==> src/design/ssfm_pkg.sv <==
`timescale 1ns / 1ps
// ----------------------------------------------------------------------------
// ssfm_pkg
// Shared types and constants for the first-match substring search block.
// ----------------------------------------------------------------------------
package ssfm_pkg;

    // Needle capacity in bytes and the width of the byte counter
    localparam int MAX_NEEDLE    = 32;
    localparam int POSITION_BITS = 32;

    // Derived widths
    localparam int LEN_W       = 6;   // needle_length register width
    localparam int NEEDLE_IDX_W = $clog2(MAX_NEEDLE);
    localparam int CFG_DATA_W  = 64;
    localparam int CFG_IDX_W   = 3;
    localparam int CFG_WORDS   = 4;   // needle byte words
    localparam int WORD_BYTES  = CFG_DATA_W / 8;
    localparam int MATCH_POS_W = 32;
    localparam int BYTE_W      = 8;

    // Configuration register indexes
    typedef enum logic [CFG_IDX_W-1:0] {
        CFG_NEEDLE_LENGTH = 3'd0,
        CFG_NEEDLE_LO     = 3'd1,
        CFG_NEEDLE_MID    = 3'd2,
        CFG_NEEDLE_HIGH   = 3'd3,
        CFG_NEEDLE_TOP    = 3'd4
    } t_cfg_index;

    // Needle, byte-reversed and aligned to the window, with a care mask
    typedef struct packed {
        logic [LEN_W-1:0]                   len;   // clamped length
        logic [MAX_NEEDLE-1:0]              care;  // window entry takes part
        logic [MAX_NEEDLE-1:0][BYTE_W-1:0]  bytes; // expected window byte
    } t_pattern;

endpackage

==> src/design/ssfm_byte_if.sv <==
`timescale 1ns / 1ps
// ----------------------------------------------------------------------------
// ssfm_byte_if
// Valid/ready channel that carries one haystack byte per item.
// ----------------------------------------------------------------------------
interface ssfm_byte_if;
    logic       valid;
    logic       ready;
    logic [7:0] haystack_byte;

    modport source (output valid, output haystack_byte, input ready);
    modport sink   (input valid, input haystack_byte, output ready);
endinterface

==> src/design/ssfm_result_if.sv <==
`timescale 1ns / 1ps
// ----------------------------------------------------------------------------
// ssfm_result_if
// Valid/ready channel that carries one search result per item.
// ----------------------------------------------------------------------------
interface ssfm_result_if;
    logic        valid;
    logic        ready;
    logic        found;
    logic [31:0] match_position;

    modport source (output valid, output found, output match_position, input ready);
    modport sink   (input valid, input found, input match_position, output ready);
endinterface

==> src/design/ssfm_cfg.sv <==
`timescale 1ns / 1ps
// ----------------------------------------------------------------------------
// ssfm_cfg
// Needle register bank; keeps a registered, window-aligned copy of the needle.
// ----------------------------------------------------------------------------
module ssfm_cfg (
    input  logic                          i_clk,
    input  logic                          i_rst_n,
    input  logic                          i_cfg_we,
    input  logic [ssfm_pkg::CFG_IDX_W-1:0]  i_cfg_index,
    input  logic [ssfm_pkg::CFG_DATA_W-1:0] i_cfg_data,
    output ssfm_pkg::t_pattern            o_pattern
);
    import ssfm_pkg::*;

    logic [LEN_W-1:0]                  r_len_raw;
    logic [CFG_WORDS-1:0][CFG_DATA_W-1:0] r_words;
    t_pattern                          r_pattern;
    t_pattern                          n_pattern;
    logic [MAX_NEEDLE-1:0][BYTE_W-1:0] needle;
    logic [LEN_W-1:0]                  len_clamped;

    // Register writes; indexes past the list are ignored
    always_ff @(posedge i_clk) begin
        if (!i_rst_n) begin
            r_len_raw <= '0;
            r_words   <= '0;
        end else if (i_cfg_we) begin
            unique case (i_cfg_index)
                CFG_NEEDLE_LENGTH: r_len_raw  <= i_cfg_data[LEN_W-1:0];
                CFG_NEEDLE_LO:     r_words[0] <= i_cfg_data;
                CFG_NEEDLE_MID:    r_words[1] <= i_cfg_data;
                CFG_NEEDLE_HIGH:   r_words[2] <= i_cfg_data;
                CFG_NEEDLE_TOP:    r_words[3] <= i_cfg_data;
                default: ;
            endcase
        end
    end

    // Byte view of the needle words
    always_comb begin
        for (int j = 0; j < MAX_NEEDLE; j++) begin
            needle[j] = r_words[j / WORD_BYTES][(j % WORD_BYTES) * BYTE_W +: BYTE_W];
        end
    end

    // Clamp length, then align: window entry k must equal needle byte len-1-k
    always_comb begin
        logic [LEN_W-1:0] idx;
        len_clamped = (r_len_raw > LEN_W'(MAX_NEEDLE)) ? LEN_W'(MAX_NEEDLE) : r_len_raw;
        n_pattern.len = len_clamped;
        for (int k = 0; k < MAX_NEEDLE; k++) begin
            idx = len_clamped - LEN_W'(k) - LEN_W'(1);
            n_pattern.care[k]  = (LEN_W'(k) < len_clamped);
            n_pattern.bytes[k] = needle[idx[NEEDLE_IDX_W-1:0]];
        end
    end

    always_ff @(posedge i_clk) begin
        if (!i_rst_n) begin
            r_pattern <= '0;
        end else begin
            r_pattern <= n_pattern;
        end
    end

    assign o_pattern = r_pattern;

endmodule

==> src/design/ssfm_search.sv <==
`timescale 1ns / 1ps
// ----------------------------------------------------------------------------
// ssfm_search
// Input register, byte window, counter, parallel compare and result register.
// ----------------------------------------------------------------------------
module ssfm_search (
    input  logic              i_clk,
    input  logic              i_rst_n,
    input  ssfm_pkg::t_pattern i_pattern,
    ssfm_byte_if.sink         i_hay,
    ssfm_result_if.source     o_res
);
    import ssfm_pkg::*;

    localparam logic [POSITION_BITS-1:0] COUNT_MAX = '1;

    // Input register
    logic                    r_in_valid;
    logic [BYTE_W-1:0]       r_in_byte;
    // Search state
    logic [MAX_NEEDLE-1:0][BYTE_W-1:0] r_win;
    logic [MAX_NEEDLE-1:0][BYTE_W-1:0] n_win;
    logic [POSITION_BITS-1:0] r_count;
    logic [POSITION_BITS-1:0] n_count;
    logic                     r_fin;
    logic                     n_fin;
    // Result register
    logic                     r_out_valid;
    logic                     r_out_found;
    logic [MATCH_POS_W-1:0]   r_out_pos;

    logic                     out_free;
    logic                     proc;
    logic                     in_ready;
    logic                     is_nul;
    logic [POSITION_BITS-1:0] count_inc;
    logic [POSITION_BITS-1:0] len_ext;
    logic [MAX_NEEDLE-1:0]    byte_ok;
    logic                     hit;
    logic                     emit;
    logic                     emit_found;
    logic [POSITION_BITS-1:0] emit_pos;
    logic                     clear;

    // Pipeline control: result slot free or being drained
    assign out_free = !r_out_valid || o_res.ready;
    assign proc     = r_in_valid && out_free;
    assign in_ready = !r_in_valid || proc;
    assign i_hay.ready = in_ready;

    always_ff @(posedge i_clk) begin
        if (!i_rst_n) begin
            r_in_valid <= 1'b0;
        end else if (in_ready) begin
            r_in_valid <= i_hay.valid;
        end
    end

    always_ff @(posedge i_clk) begin
        if (in_ready && i_hay.valid) begin
            r_in_byte <= i_hay.haystack_byte;
        end
    end

    // Window shifted by the new byte, and parallel compare against the needle
    assign is_nul    = (r_in_byte == '0);
    assign count_inc = (r_count == COUNT_MAX) ? r_count : r_count + POSITION_BITS'(1);
    assign len_ext   = POSITION_BITS'(i_pattern.len);

    always_comb begin
        n_win[0] = r_in_byte;
        for (int k = 1; k < MAX_NEEDLE; k++) begin
            n_win[k] = r_win[k-1];
        end
        for (int k = 0; k < MAX_NEEDLE; k++) begin
            byte_ok[k] = !i_pattern.care[k] || (n_win[k] == i_pattern.bytes[k]);
        end
    end

    assign hit = (&byte_ok) && (count_inc >= len_ext);

    // Per-item decision
    always_comb begin
        emit       = 1'b0;
        emit_found = 1'b0;
        emit_pos   = '0;
        clear      = 1'b0;
        n_fin      = r_fin;
        if (r_fin) begin
            if (is_nul) begin
                n_fin = 1'b0;
                clear = 1'b1;
            end
        end else if (i_pattern.len == '0) begin
            // empty needle matches at the first byte
            emit       = 1'b1;
            emit_found = 1'b1;
            if (is_nul) begin
                clear = 1'b1;
            end else begin
                n_fin = 1'b1;
            end
        end else if (is_nul) begin
            emit  = 1'b1;
            clear = 1'b1;
        end else if (hit) begin
            emit       = 1'b1;
            emit_found = 1'b1;
            emit_pos   = count_inc - len_ext;
            n_fin      = 1'b1;
        end
        if (clear) begin
            n_count = '0;
        end else if (!r_fin && (i_pattern.len != '0)) begin
            n_count = count_inc;
        end else begin
            n_count = r_count;
        end
    end

    // Window only shifts for bytes that are searched; entries past the
    // count are never compared, so it needs no clearing
    always_ff @(posedge i_clk) begin
        if (proc && !r_fin && (i_pattern.len != '0) && !is_nul) begin
            r_win <= n_win;
        end
    end

    always_ff @(posedge i_clk) begin
        if (!i_rst_n) begin
            r_count <= '0;
            r_fin   <= 1'b0;
        end else if (proc) begin
            r_count <= n_count;
            r_fin   <= n_fin;
        end
    end

    // Result register
    always_ff @(posedge i_clk) begin
        if (!i_rst_n) begin
            r_out_valid <= 1'b0;
        end else if (proc && emit) begin
            r_out_valid <= 1'b1;
        end else if (o_res.ready) begin
            r_out_valid <= 1'b0;
        end
    end

    always_ff @(posedge i_clk) begin
        if (proc && emit) begin
            r_out_found <= emit_found;
            r_out_pos   <= MATCH_POS_W'(emit_pos);
        end
    end

    assign o_res.valid          = r_out_valid;
    assign o_res.found          = r_out_found;
    assign o_res.match_position = r_out_pos;

`ifndef NO_ASSERTIONS
    // A not-found result always reports position zero
    a_notfound_pos: assert property (@(posedge i_clk) disable iff (!i_rst_n)
        r_out_valid |-> (r_out_found || (r_out_pos == '0)))
        else $error("not-found result with nonzero position");

    // A held result with a pending item blocks the input
    a_stall_blocks: assert property (@(posedge i_clk) disable iff (!i_rst_n)
        (r_out_valid && !o_res.ready && r_in_valid) |-> !i_hay.ready)
        else $error("input taken while result slot is full");

    // A string terminator always restarts the count
    a_nul_clears: assert property (@(posedge i_clk) disable iff (!i_rst_n)
        (proc && is_nul) |=> (r_count == '0) && !r_fin)
        else $error("count or finished flag survived a NUL");

    // A match on a non-NUL byte enters the swallow state
    a_found_fin: assert property (@(posedge i_clk) disable iff (!i_rst_n)
        (proc && emit && emit_found && !is_nul) |=> r_fin)
        else $error("match did not set finished flag");
`endif

endmodule

==> src/design/substring_search_first_match_core.sv <==
`timescale 1ns / 1ps
// ----------------------------------------------------------------------------
// substring_search_first_match_core
// First-match substring search over a streamed NUL-terminated haystack.
// ----------------------------------------------------------------------------
// Usage:
//   i_hay carries one haystack byte per item; a zero byte ends a string.
//   o_res carries at most one result per string: found=1 with the start
//   offset of the first match, or found=0 (position 0) when the NUL is
//   reached without a match. Bytes after a match, up to and including the
//   NUL, produce no result.
//   The needle is loaded through i_cfg_we / i_cfg_index / i_cfg_data while
//   the block is idle; it reaches the search via the aligned pattern register.
//   A byte passes the input register, then the result register, before its
//   result is presented. Throughput: one byte per cycle while o_res is not
//   stalled, set by the 32-byte parallel window compare.
//   Stall: while o_res holds an untaken result, one more byte can sit in
//   the input register; after that i_hay.ready drops until o_res drains.
//   Reset (synchronous, active low) clears the needle, the count and the
//   finished flag; both channels come up empty.
// ----------------------------------------------------------------------------
module substring_search_first_match_core (
    input  logic                            i_clk,
    input  logic                            i_rst_n,
    input  logic                            i_cfg_we,
    input  logic [ssfm_pkg::CFG_IDX_W-1:0]  i_cfg_index,
    input  logic [ssfm_pkg::CFG_DATA_W-1:0] i_cfg_data,
    ssfm_byte_if.sink                       i_hay,
    ssfm_result_if.source                   o_res
);
    import ssfm_pkg::*;

    t_pattern pattern;

    // Needle registers and aligned pattern
    ssfm_cfg u_cfg (
        .i_clk       (i_clk),
        .i_rst_n     (i_rst_n),
        .i_cfg_we    (i_cfg_we),
        .i_cfg_index (i_cfg_index),
        .i_cfg_data  (i_cfg_data),
        .o_pattern   (pattern)
    );

    // Streaming window search
    ssfm_search u_search (
        .i_clk     (i_clk),
        .i_rst_n   (i_rst_n),
        .i_pattern (pattern),
        .i_hay     (i_hay),
        .o_res     (o_res)
    );

endmodule

==> src/flat_wrapper.sv <==
// flat-port wrapper written by rule: the top's interface ports become plain ports
module substring_search_first_match_core_flat import ssfm_pkg::*;
  (i_clk, i_rst_n, i_cfg_we, i_cfg_index, i_cfg_data, i_hay_valid, i_hay_haystack_byte, i_hay_ready, o_res_valid, o_res_found, o_res_match_position, o_res_ready);
  ssfm_byte_if i_hay_i ();
  ssfm_result_if o_res_i ();
  input  logic i_clk;
  input  logic i_rst_n;
  input  logic i_cfg_we;
  input  logic [ssfm_pkg::CFG_IDX_W-1:0] i_cfg_index;
  input  logic [ssfm_pkg::CFG_DATA_W-1:0] i_cfg_data;
  input wire logic [$bits(i_hay_i.valid)-1:0] i_hay_valid;
  input wire logic [$bits(i_hay_i.haystack_byte)-1:0] i_hay_haystack_byte;
  output wire logic [$bits(i_hay_i.ready)-1:0] i_hay_ready;
  output wire logic [$bits(o_res_i.valid)-1:0] o_res_valid;
  output wire logic [$bits(o_res_i.found)-1:0] o_res_found;
  output wire logic [$bits(o_res_i.match_position)-1:0] o_res_match_position;
  input wire logic [$bits(o_res_i.ready)-1:0] o_res_ready;
  assign i_hay_i.valid = i_hay_valid;
  assign i_hay_i.haystack_byte = i_hay_haystack_byte;
  assign i_hay_ready = i_hay_i.ready;
  assign o_res_valid = o_res_i.valid;
  assign o_res_found = o_res_i.found;
  assign o_res_match_position = o_res_i.match_position;
  assign o_res_i.ready = o_res_ready;
  substring_search_first_match_core u_core (.i_clk(i_clk), .i_rst_n(i_rst_n), .i_cfg_we(i_cfg_we), .i_cfg_index(i_cfg_index), .i_cfg_data(i_cfg_data), .i_hay(i_hay_i), .o_res(o_res_i));
endmodule
==> config.mk <==
export PLATFORM = sky130hd
export DESIGN_NAME = substring_search_first_match_core_flat
export DESIGN_NICKNAME = d
export VERILOG_FILES = /design/src/design/ssfm_pkg.sv /design/src/design/ssfm_byte_if.sv /design/src/design/ssfm_result_if.sv /design/src/design/ssfm_cfg.sv /design/src/design/ssfm_search.sv /design/src/design/substring_search_first_match_core.sv /design/src/flat_wrapper.sv
export SDC_FILE = /design/constraint.sdc
export NUM_CORES = 2
export LEC_CHECK = 0
export ABC_AREA = 1
export BUFFER_PORTS_ARGS = -buffer_cell sky130_fd_sc_hd__buf_2
export CAP_MARGIN = 30
export CORE_MARGIN = 4
export CORE_UTILIZATION = 45
export CTS_BUF_LIST = sky130_fd_sc_hd__clkbuf_2
export DETAILED_ROUTE_END_ITERATION = 10
export HOLD_SLACK_MARGIN = 0.08
export PLACE_DENSITY = 0.69
export SYNTH_ARGS = -nofsm -noshare
export SYNTH_HDL_FRONTEND = slang
export SYNTH_SLANG_ARGS = --single-unit
==> constraint.sdc <==
create_clock -name i_clk -period 9.28 [get_ports i_clk]
set_input_delay 0.464 -clock i_clk [delete_from_list [all_inputs] [get_ports i_clk]]
set_output_delay 0.464 -clock i_clk [all_outputs]
set_load 0.02 [all_outputs]
==> summary.md <==
| Metric | Value |
|---|---|
| Result of the run | complete, but fails checks |
| Failing checks | design-rule violations |
| Worst hold slack after final layout | 0.2481 ns |
| Vias in the first global route | 39818 |
| Worst Hold Class | input port to flip-flop |
| Maximum number of pins on one net before global-route repair | 254 |
| Via total after detailed routing | 45373 |
| Element type at the critical path start | flip-flop |
| Clock insertion delay at the later pin of the skew report | 1.76 ns |
| Setup TNS | 0 ns |
| Sequential cell area fraction in the yosys report | 43.83% |
| H-tree Lvls | 4 |
| Netlist cell types | 49 |
| Die span in y | 330.3 um |
| Final Wtd Congestion | 1.128 |
| Layout cell share with drive strength beyond 1 | 9.431% |
| Effective utilization at floorplan | 45.62% |
| Post-layout util | 51.07% |
| Overall Global Routing Usage | 33.25% |
| Number of enable flip-flop cells after synthesis | 289 |
| Number of max-slew violations in the final report | 0 |
| Synthesized-area fraction occupied by xor and xnor cells | 4.845% |
| Post-Synthesis Mean Instance Area | 7.166 um2 |
| Setup-failing EPs final | 0 |
| Via density | 5.464 |
| Worst R2R Start | u_core.u_cfg.r_len_raw[5] |
| First-pass GRT wire length | 263700 um |
| Data arrival at the endpoint of the critical path | 7.04 ns |
| Number of clock buffers inserted by TritonCTS | 225 |
| Wire length after detailed routing | 185000 um |
| Number of placement rows | 117 |
| Top_reg_cell synth | dfxtp_1 |
| Clock slew at reported path FFs | 0.11 ns |
| Root buf cell | clkbuf_2 |
| Final cycle utilization of the critical path | 59.16% |
| Count of non-filler cells in the finished layout | 8304 |
| Synth warnings | 0 |
| Count of cells resized by post-cts repair | 0 |
| Max_cap viols | 0 |
| Area share of fa/ha/maj cells after synthesis | 0.5782% |
| Number of antenna violations at the first check in global routing | 12 |
| Mux cell area share after synthesis | 1.309% |
| # DRC | 1 |
| Drt first pass iters | 11 |
| Type of the worst setup path | flip-flop to flip-flop |
| Max transition margin | 17.63% |
| Maximum clock path buffer count | 3 |
| DR iter-0 viols | 6596 |
| Share of the synthesized area in compound gates (AO/OA/AOI/OAI) | 21.01% |
| # clock sinks | 879 |
| Peak Freq | 182.1 MHz |
| Synth Instances | 6523 |
| Overall die width | 330.3 um |
| Average routed wire per standard cell | 22.28 um |
| P_leak | 23.42 nW |
| Area of the mapped netlist | 46740 um2 |
| Post-synthesis net count | 6624 |
| Combinational family with the most area after synthesis | compound AO/OA/AOI/OAI gates |
| Count of state elements after synthesis | 879 |
| Final hold violation count | 0 |
| Pin slew with the least headroom to its limit | 1.223 ns |
| TritonCTS clock tree | built |
| Hold path startpoint | i_cfg_data[63] |
| Die outline area | 109100 um2 |
| Setup repair after global routing missed its margin | no |
| Crit path from | u_core.u_cfg.r_len_raw[5] |
| PD cells | 171.8 nW/um2 |
| Cell accounting for the most synthesized area | dfxtp_1 |
| I/O pin count | 115 |
| Core box area | 102500 um2 |
| Portion of synthesized cell area occupied by the leading cell type | 25.27% |
| Half-perimeter wire length after placement | 140100 um |
| Area growth syn-to-layout | 11.95% |
| Synth Area in Simple Gates | 19.01% |
| Async set-reset flop share out of synthesis | 0% |
| Aggregate global routing overflow | 0 |
| Leading post-synthesis cells by cell area | dfxtp_1, edfxtp_1, o21ai_0 |
| Maximum fanout along the worst path | 253 |
| Crit. End Element | flip-flop |
| Routed Antenna Nets | 0 |
| Worst endpoint required time | 10.83 ns |
| Peak supply drop | 113.1 uV |
| Worst Skew | 0.2358 ns |
| Number of nets in the layout | 6839 |
| Min cycle time layout | 5.490 ns |
| # port buffers | 114 |
| Total placed cells including tap cells | 7678 |
==> synth_stat cells (12+ instances only) <==
cell / instances
o21ai_1: 138
inv_1: 730
a21oi_1: 475
clkbuf_1: 245
mux2i_1: 60
xor2_1: 25
xnor2_1: 228
o21ai_0: 1258
dfxtp_1: 590
inv_2: 12
edfxtp_1: 289
buf_4: 15
o22ai_1: 17
buf_1: 60
nand2_1: 1411
nor2_1: 665
ha_1: 20
buf_2: 59
or2_2: 29
nand4_1: 17
nand3_1: 71
==> critical path: stages, from the launching register on <==
cell	delay (ns)
dfxtp_1	0.55
inv_2	0.15
nand2_8	0.52
buf_12	0.61
buf_4	0.94
o21ai_0	0.36
o21ai_0	0.30
inv_1	0.13
nand2_1	0.07
o21ai_0	0.17
o21ai_0	0.84
o21ai_0	0.22
nor2_1	0.17
==> routing by layer <==
| metal | vias up | global-route usage (%) | wire, um |
|---|---|---|---|
| met5 | - | 0 | 44 |
| met4 | 6 | 20.86 | 13930 |
| met3 | 481 | 8.307 | 21390 |
| met2 | 2546 | 49.27 | 77110 |
| met1 | 20610 | 43.52 | 72510 |
| li1 | 21730 | - | - |
==> logic make-up (layout without fill, tap and decap cells) <==
| logic type | after synthesis | in the layout |
|---|---|---|
| buffers and inverters | 1128 | 1529 |
| adders and majority gates | 21 | 21 |
| AOI/OAI and AO/OA | 1932 | 1932 |
| DFF | 879 | 879 |
| and+or+nand+nor | 2246 | 2246 |
| muxes | 61 | 61 |
| other | 0 | 12 |
| xor gates and xnor gates | 256 | 256 |
==> layout by cell type (no fill, tap or decap), drive strengths merged, types with 27 or more instances in the layout <==
master,n
xnor2,229
a21oi,486
o21ai,1398
clkbuf,345
nand3,83
clkinv,65
nor2,675
dlygate4sd3,193
nand2,1417
dfxtp,590
mux2i,60
xor2,27
edfxtp,289
buf,176
or2,33
inv,748
==> power by group <==
part           total, mW  switching (mW)  internal, mW  leakage [nW]
clock network       2.78            1.73          1.05          1.62
logic               1.88            1.33         0.553          14.4
registers           4.33           0.164          4.17          7.44
==> registers in the layout, indices dropped and copies added, names as in the netlist, 6 cells and up <==
name	flops
u_core.u_search.n_win	248
u_core.u_search.r_in_byte	8
u_core.u_search.r_count	32
u_core.u_cfg.needle	256
u_core.u_search.o_res.match_position	32
u_core.u_cfg.r_len_raw	6
u_core.u_cfg.o_pattern	293
==> what timing repair did <==
action                    CTS  global route
buffers inserted            0             0
hold endpoints to repair  651             0
hold buffers              197             0
==> final cells by class <==
cell class | instances | area (um2)
Fill cell | 10109 | 50140
Multi-Input combinational cell | 4516 | 22010
Sequential cell | 879 | 20490
Timing Repair Buffer | 372 | 3163
Inverter | 744 | 2805
Clock buffer | 342 | 1712
Tap cell | 1368 | 1712
Clock inverter | 71 | 404.1
Antenna cell | 12 | 30.03
==> per-stage QoR <==
step                area, um2  worst slack (ns)  power, mW
floorplan               46740            0.7560      5.428
global placement        47990             4.284      6.110
detailed placement      48110             4.140      6.133
CTS                     52250             3.948      8.937
global route            52310             3.532      9.372
finish                  52330             3.790      8.989
==> worst paths after layout <==
check                           depth (start not counted)                           to  slack (ns)
worst max-delay path                                   12  u_core.u_cfg.o_pattern[227]        3.79
worst min-delay path                                    5      u_core.u_cfg.needle[63]        0.25
worst max register to register                         12  u_core.u_cfg.o_pattern[227]        3.79
worst min register to register                          0   u_core.u_search.n_win[118]        0.38
No activity file was read; power rests on OpenSTA's default activity.
